$ cat src/rtl/core/csvt_pkg.sv
// Package for the CSV byte tokenizer: token codes, character constants,
// result word and parser state types. No dependencies.
package csvt_pkg;

  typedef enum logic [1:0] {
    KIND_BYTE  = 2'd0,
    KIND_FIELD = 2'd1,
    KIND_ROW   = 2'd2,
    KIND_ERROR = 2'd3
  } tok_kind_t;

  localparam logic [7:0] CH_QUOTE = 8'h22;
  localparam logic [7:0] CH_COMMA = 8'h2C;
  localparam logic [7:0] CH_CR    = 8'h0D;
  localparam logic [7:0] CH_LF    = 8'h0A;
  localparam logic [7:0] MARK_B0  = 8'hEF;
  localparam logic [7:0] MARK_B1  = 8'hBB;
  localparam logic [7:0] MARK_B2  = 8'hBF;

  // most result words one input byte can cause
  localparam int RES_MAX = 4;

  typedef struct packed {
    tok_kind_t  kind;
    logic [7:0] data;
    logic       last;
  } tok_t;

  typedef struct packed {
    logic in_quoted;
    logic quote_pending;
    logic drop_next_lf;
    logic row_begun;
    logic field_has_bytes;
  } parse_st_t;

endpackage

$ cat src/rtl/core/csvt_if.sv
// Valid/ready channel interfaces of the CSV byte tokenizer.
// Depends on nothing; payload widths follow the token format in csvt_pkg.
interface csvt_in_if;
  logic       valid;
  logic       ready;
  logic [7:0] text_byte;
  logic       final_byte;

  modport source (output valid, text_byte, final_byte, input ready);
  modport sink   (input valid, text_byte, final_byte, output ready);
endinterface

interface csvt_out_if;
  logic       valid;
  logic       ready;
  logic [1:0] token_kind;
  logic [7:0] content_byte;
  logic       run_last;

  modport source (output valid, token_kind, content_byte, run_last, input ready);
  modport sink   (input valid, token_kind, content_byte, run_last, output ready);
endinterface

$ cat src/rtl/core/csv_byte_tokenizer_core.sv
// CSV byte tokenizer. A byte's result words are registered into the result buffer when it is taken.
// Throughput: one byte per cycle while each byte yields at most one word and out ready is high; a byte
// yields up to 4 words, drained one per cycle while out ready is high, from a DEPTH-entry result buffer.
// in ready is high whenever at least 4 buffer slots are free.
// Reset: synchronous, active low; clears parser state and buffer pointers.
// Uses csvt_pkg and the csvt_in_if / csvt_out_if channel interfaces.
module csv_byte_tokenizer_core
  import csvt_pkg::*;
#(
  parameter int DEPTH = 8  // result buffer entries, power of two, at least 4
) (
  input  logic              clk,
  input  logic              rst_n,
  csvt_in_if.sink           in_word,
  csvt_out_if.source        out_word
);

  localparam int PTR_W = $clog2(DEPTH);
  localparam int CNT_W = PTR_W + 1;

  // start-of-text byte order mark tracking
  typedef enum logic [1:0] {
    MK_START,  // nothing seen yet
    MK_EF,     // EF held
    MK_EFBB,   // EF BB held
    MK_PAST    // past the start of text
  } mark_t;

  typedef struct packed {
    parse_st_t st;
    logic      emit;
    tok_t      tok;
  } take_t;

  // One byte through the field/row parser; emits at most one word.
  function automatic take_t take_byte(parse_st_t s, logic [7:0] b);
    take_t r;
    logic  go;
    r      = '0;
    r.st   = s;
    r.emit = 1'b0;
    r.tok  = '{kind: KIND_BYTE, data: 8'h00, last: 1'b0};
    go     = 1'b1;
    if (s.drop_next_lf) begin
      r.st.drop_next_lf = 1'b0;
      if (b == CH_LF) go = 1'b0;
    end
    if (go && s.in_quoted) begin
      if (s.quote_pending) begin
        r.st.quote_pending = 1'b0;
        if (b == CH_QUOTE) begin
          // doubled quote gives one quote
          r.emit = 1'b1;
          r.tok.data = CH_QUOTE;
          r.st.field_has_bytes = 1'b1;
          go = 1'b0;
        end else begin
          r.st.in_quoted = 1'b0;  // closing quote; b handled below
        end
      end else begin
        go = 1'b0;
        if (b == CH_QUOTE) begin
          r.st.quote_pending = 1'b1;
        end else if (b == CH_CR) begin
          r.emit = 1'b1;
          r.tok.data = CH_LF;
          r.st.field_has_bytes = 1'b1;
          r.st.drop_next_lf = 1'b1;
        end else begin
          r.emit = 1'b1;
          r.tok.data = b;
          r.st.field_has_bytes = 1'b1;
        end
      end
    end
    if (go) begin
      if (b == CH_QUOTE && !r.st.field_has_bytes) begin
        r.st.in_quoted = 1'b1;
        r.st.row_begun = 1'b1;
      end else if (b == CH_COMMA) begin
        r.emit = 1'b1;
        r.tok.kind = KIND_FIELD;
        r.st.field_has_bytes = 1'b0;
        r.st.row_begun = 1'b1;
      end else if (b == CH_CR || b == CH_LF) begin
        if (b == CH_CR) r.st.drop_next_lf = 1'b1;
        // blank lines give nothing
        if (r.st.row_begun || r.st.field_has_bytes) begin
          r.emit = 1'b1;
          r.tok.kind = KIND_ROW;
          r.st.row_begun = 1'b0;
          r.st.field_has_bytes = 1'b0;
        end
      end else begin
        r.emit = 1'b1;
        r.tok.data = b;
        r.st.field_has_bytes = 1'b1;
        r.st.row_begun = 1'b1;
      end
    end
    return r;
  endfunction

  parse_st_t           st_r, st_nxt;
  mark_t               mark_r, mark_nxt;
  tok_t                buf_r [DEPTH];
  logic [PTR_W-1:0]    wr_ptr_r, rd_ptr_r;
  logic [CNT_W-1:0]    cnt_r, cnt_nxt;

  logic                accept, pop;
  logic [7:0]          b;
  logic                fin;

  // up to three parser slots per byte (held mark bytes replayed first)
  logic [7:0]          slot_byte [3];
  logic [2:0]          slot_en;
  take_t               tk [3];
  parse_st_t           st_chain [4];
  parse_st_t           st_fin;

  tok_t                res [RES_MAX];
  logic [RES_MAX-1:0]  res_v;
  logic [2:0]          res_off [RES_MAX];
  logic [2:0]          n_wr;

  assign b      = in_word.text_byte;
  assign fin    = in_word.final_byte;
  assign in_word.ready = (cnt_r <= CNT_W'(DEPTH - RES_MAX));
  assign accept = in_word.valid && in_word.ready;

  assign out_word.valid        = (cnt_r != '0);
  assign out_word.token_kind   = buf_r[rd_ptr_r].kind;
  assign out_word.content_byte = buf_r[rd_ptr_r].data;
  assign out_word.run_last     = buf_r[rd_ptr_r].last;
  assign pop = out_word.valid && out_word.ready;

  // mark stripping: decide which bytes reach the parser
  always_comb begin
    slot_byte[0] = b;
    slot_byte[1] = b;
    slot_byte[2] = b;
    slot_en      = 3'b000;
    mark_nxt     = MK_PAST;
    case (mark_r)
      MK_START: begin
        if (b == MARK_B0 && !fin) mark_nxt = MK_EF;
        else slot_en = 3'b001;
      end
      MK_EF: begin
        if (b == MARK_B1 && !fin) begin
          mark_nxt = MK_EFBB;
        end else begin
          slot_byte[0] = MARK_B0;  // replay held EF
          slot_en = 3'b011;
        end
      end
      MK_EFBB: begin
        if (b != MARK_B2) begin
          slot_byte[0] = MARK_B0;
          slot_byte[1] = MARK_B1;
          slot_en = 3'b111;
        end
      end
      MK_PAST: slot_en = 3'b001;
      default: slot_en = 3'b001;
    endcase
    if (fin) mark_nxt = MK_START;
  end

  // parser chain and end-of-text handling
  always_comb begin
    st_chain[0] = st_r;
    for (int i = 0; i < 3; i++) begin
      tk[i] = take_byte(st_chain[i], slot_byte[i]);
      st_chain[i+1] = slot_en[i] ? tk[i].st : st_chain[i];
      res[i]   = tk[i].tok;
      res_v[i] = slot_en[i] && tk[i].emit;
    end
    st_fin = st_chain[3];
    res[3]   = '{kind: KIND_ROW, data: 8'h00, last: 1'b0};
    res_v[3] = 1'b0;
    st_nxt   = st_fin;
    if (fin) begin
      // a pending quote at the end is a closing quote
      if (st_fin.quote_pending) st_fin.in_quoted = 1'b0;
      if (st_fin.in_quoted) begin
        res[3].kind = KIND_ERROR;
        res_v[3] = 1'b1;
      end else if (st_fin.row_begun || st_fin.field_has_bytes) begin
        res_v[3] = 1'b1;
      end
      st_nxt = '0;
    end
    // flag the last word of this byte and pack the words together
    n_wr = 3'd0;
    for (int i = 0; i < RES_MAX; i++) begin
      res[i].last = res_v[i] && ((res_v >> (i + 1)) == '0);
      res_off[i]  = n_wr;
      n_wr = n_wr + {2'b00, res_v[i]};
    end
    cnt_nxt = cnt_r + (accept ? CNT_W'(n_wr) : '0) - CNT_W'(pop);
  end

  always_ff @(posedge clk) begin
    if (!rst_n) begin
      st_r     <= '0;
      mark_r   <= MK_START;
      wr_ptr_r <= '0;
      rd_ptr_r <= '0;
      cnt_r    <= '0;
    end else begin
      if (accept) begin
        st_r     <= st_nxt;
        mark_r   <= mark_nxt;
        wr_ptr_r <= wr_ptr_r + PTR_W'(n_wr);
      end
      if (pop) rd_ptr_r <= rd_ptr_r + 1'b1;
      cnt_r <= cnt_nxt;
    end
    // buffer payload, no reset
    if (accept) begin
      for (int i = 0; i < RES_MAX; i++) begin
        if (res_v[i]) buf_r[wr_ptr_r + PTR_W'(res_off[i])] <= res[i];
      end
    end
  end

endmodule

$ cat src/flat_wrapper.sv
// flat-port wrapper written by rule: the top's interface ports become plain ports
module csv_byte_tokenizer_core_flat import csvt_pkg::*;
#(
  parameter int DEPTH = 8                                                    
)
  (clk, rst_n, in_word_valid, in_word_text_byte, in_word_final_byte, in_word_ready, out_word_valid, out_word_token_kind, out_word_content_byte, out_word_run_last, out_word_ready);
  csvt_in_if in_word_i ();
  csvt_out_if out_word_i ();
  input  logic clk;
  input  logic rst_n;
  input wire logic [$bits(in_word_i.valid)-1:0] in_word_valid;
  input wire logic [$bits(in_word_i.text_byte)-1:0] in_word_text_byte;
  input wire logic [$bits(in_word_i.final_byte)-1:0] in_word_final_byte;
  output wire logic [$bits(in_word_i.ready)-1:0] in_word_ready;
  output wire logic [$bits(out_word_i.valid)-1:0] out_word_valid;
  output wire logic [$bits(out_word_i.token_kind)-1:0] out_word_token_kind;
  output wire logic [$bits(out_word_i.content_byte)-1:0] out_word_content_byte;
  output wire logic [$bits(out_word_i.run_last)-1:0] out_word_run_last;
  input wire logic [$bits(out_word_i.ready)-1:0] out_word_ready;
  assign in_word_i.valid = in_word_valid;
  assign in_word_i.text_byte = in_word_text_byte;
  assign in_word_i.final_byte = in_word_final_byte;
  assign in_word_ready = in_word_i.ready;
  assign out_word_valid = out_word_i.valid;
  assign out_word_token_kind = out_word_i.token_kind;
  assign out_word_content_byte = out_word_i.content_byte;
  assign out_word_run_last = out_word_i.run_last;
  assign out_word_i.ready = out_word_ready;
  csv_byte_tokenizer_core #(.DEPTH(DEPTH)) u_core (.clk(clk), .rst_n(rst_n), .in_word(in_word_i), .out_word(out_word_i));
endmodule
$ cat config.mk
export PLATFORM = sky130hd
export DESIGN_NAME = csv_byte_tokenizer_core_flat
export DESIGN_NICKNAME = d
export VERILOG_FILES = /design/src/rtl/core/csvt_pkg.sv /design/src/rtl/core/csvt_if.sv /design/src/rtl/core/csv_byte_tokenizer_core.sv /design/src/flat_wrapper.sv
export SDC_FILE = /design/constraint.sdc
export NUM_CORES = 1
export LEC_CHECK = 0
export BUFFER_PORTS_ARGS = -buffer_cell sky130_fd_sc_hd__buf_4
export CAP_MARGIN = 20
export CORE_UTILIZATION = 40
export CTS_CLUSTER_SIZE = 25
export DETAILED_ROUTE_END_ITERATION = 6
export GPL_TIMING_DRIVEN = 1
export PLACE_DENSITY = 0.63
export SLEW_MARGIN = 5
export SYNTH_ARGS = -nofsm -noshare
export SYNTH_HDL_FRONTEND = slang
export SYNTH_SLANG_ARGS = --single-unit
$ cat constraint.sdc
create_clock -name clk -period 9.3 [get_ports clk]
set_input_delay 1.395 -clock clk [delete_from_list [all_inputs] [get_ports clk]]
set_output_delay 1.395 -clock clk [all_outputs]
set_load 0.02 [all_outputs]
==> results.yml <==
global_routing:
  track_usage_pct: 26.0
  antenna_found_initial: 0
  overflow: 0
  grt_max_degree: 24
  grt_first_pass_wirelength_um: 42700
  grt_pass1_vias: 7376
synth:
  avgSynthCellArea_um2: 8.66
  synthArstFlopShare_pct: 0
  seq_area_frac_synth_pct: 27.8
  synth-main-ff-cell: "dfxtp_1"
  synth_nets: 1007
  synth_cell_types: 89
  syn_inst: 965
  synth_edf_count: 16
  syn_area_um2: 8360
  yosysWarnings: 0
  synth_seq_cells: 108
floorplan:
  core-area_um2: 20400
  row_count: 52
  die_y_um: 147
  die_area_um2: 21500
  start_util_pct: 41.0
  io-pin-count: 26
  die_w_um: 147
worst_setup_path:
  cp.depth: 20
  crit_start: "in_word_text_byte[2]"
  cpMaxStageDelayCell: "nor3b_2"
  path_buf_inv: 2
  r2r_cells: 21
  crit_chain: "buf_4 > or4b_4 > nor4_4 > ha_1 > o311ai_2 > nand3_2 > inv_1 > ha_1 > mux2i_1 > ha_1 > nor2_1 > nor2_1 > fa_1 > ha_1 > fa_1 > xnor2_1 > xnor2_1 > nand2_1 > nor3b_2 > or3_1"
  critPathLaunchType: "input pin"
  r2r_setup_slack_ns: 2.02
  critical_path.endpoint_type: "flip-flop"
  reg2reg_to: "u_core.buf_r[5][9]"
  crit_fanout: 12
  crit_arrival_ns: 7.70
  path_delay_family: "simple AND/OR/NAND/NOR gates"
  crit_type: "input pin to flip-flop"
  cp_common_cell: "ha_1"
  crit_required_ns: 9.37
  reg2reg_from: "u_core.mark_r[1]"
  max_stage_delay_ns: 0.79
sta:
  final_max_slew_viol_count: 0
  finClkSkew_ns: 0.00883
  worst_pin_slew_ns: 1.15
  fin_tns_setup_ns: 0
  holdWs_ns: 0.494
  maxSlewHeadroom_pct: 22.8
  rsz0062_at_grt: "false"
  min_period_over_period_pct: 82.0
  setup_viol: 0
  period_minus_slack_ns: 7.63
  fmax_mhz: 131
  hold_violations: 0
layout:
  diodes: 0
  finalCoreUtilization_pct: 44.5
  finalNetCount: 996
  layout-drive-gt1-share_pct: 16.3
  stdcell_count: 1229
  syn2layout_area_growth_pct: 8.38
clock_network:
  cts_inserted_buffers: 9
  clk_pin_slew_ns: 0.07
  cts_hold_buf: 0
  cts_resized: 0
  cts.sinks: 108
  cts_setup_buffers: 0
  clock_path_buffers: 2
  cts_tree: "yes"
  cts_root_buf: "clkbuf_16"
  clk_latency_ns: 0.36
  cts_max_level: 3
routing:
  drcViolationCount: 0
  drt_iter0_markers: 916
  routed_wl_um: 27400
  dr.pass1.iters: 5
  vias_per_cell: 6.32
  vias: 7771
  wire_per_inst_um: 22.3
  drt.antenna.violating_nets: 0
placement:
  dp_hpwl_um: 20100
  portBuffers: 25
  placed_cells: 1212
  gp_congestion: 0.913
outcome:
  status: "completed"
worst_hold_path:
  hold_depth: 2
  hold_path_class: "flip-flop to flip-flop"
  min_to: "u_core.rd_ptr_r[1]"
  hp-start: "u_core.rd_ptr_r[1]"
pwr:
  ir_drop_v: 0.000156
  power-per-cell-area_nw_per_um2: 255
  leakagePower_nw: 3.38
flow_run:
  cap_violations: 0
[cell usage in the layout (no fill, tap or decap), drive strengths merged, types with 6 or more instances in the layout]
master and n:
a211o 8, a211oi 29, a21oi 64, and2 11, and3 11, buf 44, clkbuf 11, dfxtp 92
edfxtp 16, fa 6, ha 23, inv 28, mux2 36, mux2i 62, mux4 22, nand2 103
nand2b 6, nand3 25, nand4 6, nor2 86, nor2b 24, nor3 14, nor4 11, nor4b 6
o211ai 21, o21a 10, o21ai 28, o21bai 10, o22ai 29, o2bb2ai 7, o31ai 6, or3 13
xnor2 10
[stage by stage]
stage	power [mW]	instance area, µm²	setup WS (ns)
finish	2.31	9060	1.67
global route	2.46	9060	1.38
floorplan	1.56	8360	2.39
detailed placement	1.90	8750	1.40
global placement	1.88	8750	1.64
CTS	2.31	9050	1.78
[flip-flops by register name, summed over array words and instances, names as in the netlist, named ones only]
signal           cells
u_core.wr_ptr_r      3
u_core.st_chain      5
u_core.rd_ptr_r      3
u_core.buf_r        88
u_core.mark_r        2
u_core.cnt_r         4
[final cells by class]
| cell class | instances | area [µm²] |
|---|---|---|
| multi-input combinational | 764 | 5670 |
| clock inverter | 5 | 57.6 |
| inverter | 27 | 101 |
| sequential | 108 | 2320 |
| timing repair buffer | 44 | 328 |
| fill | 2005 | 11300 |
| clock buffer | 11 | 243 |
| tap | 270 | 338 |
[metal layers]
metal  routed length (µm)  up-vias  global-route usage [%]
met5                    0        -                       0
met4                  685        0                    8.91
met3                 2290       51                    4.09
met2                12100      381                    40.6
met1                12300     3760                    36.5
li1                     -     3579                       -
[how the worst max path moves through the flow]
stage                                    end  slack, ns
after floorplan              u_core.cnt_r[3]       2.39
after global placement    u_core.buf_r[7][0]       1.64
after detailed placement  u_core.buf_r[5][9]       1.40
after CTS                 u_core.buf_r[5][9]       1.78
after global routing      u_core.buf_r[5][0]       1.38
final                     u_core.buf_r[5][9]       1.67
[kinds of logic after synthesis]
group	Yosys count	share of synthesized area [%]
AO/OA/AOI/OAI	258	21.5
XOR/XNOR	13	1.36
adder cells (fa/ha/maj)	29	4.88
buffers and inverters	93	5.06
flip-flops	108	27.8
multiplexers	120	18.2
AND/OR/NAND/NOR	344	21.2
[synth_stat cells, types with 5 or more instances]
cell type	count	area (µm²)
a211oi_1	27	203
and2_1	11	68.8
clkbuf_1	22	82.6
fa_1	6	120
nand2_1	103	387
nor3_1	13	65.1
xnor2_1	10	87.6
o2bb2ai_1	7	61.3
ha_1	23	288
buf_2	35	175
or3_1	13	81.3
o22ai_1	29	181
a21boi_0	5	37.5
o21ai_0	25	125
mux2_2	35	394
edfxtp_1	16	480
inv_1	26	97.6
and3_1	10	62.6
nand4_1	6	37.5
nor4b_1	6	52.6
nand3_1	24	120
nor2_1	86	323
nor4_1	8	50.1
o31ai_1	5	37.5
nor2b_1	24	150
dfxtp_1	92	1840
o21a_1	9	67.6
a211o_1	8	70.1
o211ai_1	20	150
mux2i_1	62	621
a31oi_1	5	31.3
a21oi_1	64	320
nand2b_1	6	37.5
mux4_2	22	495
o21bai_1	10	75.1
[report_power, final]
part	internal [mW]	leakage (nW)	switching, mW	total (mW)
sequential	0.631	0.903	0.0930	0.724
combinational	0.524	2.33	0.662	1.19
clock	0.217	0.148	0.184	0.401
total	1.37	3.38	0.939	2.31
[worst min-delay path, stage by stage (launching register included)]
cell and delay (ns):
dfxtp_1 0.31, nand2_1 0.05, a21boi_0 0.08
No activity file was read; power rests on OpenSTA's default activity.
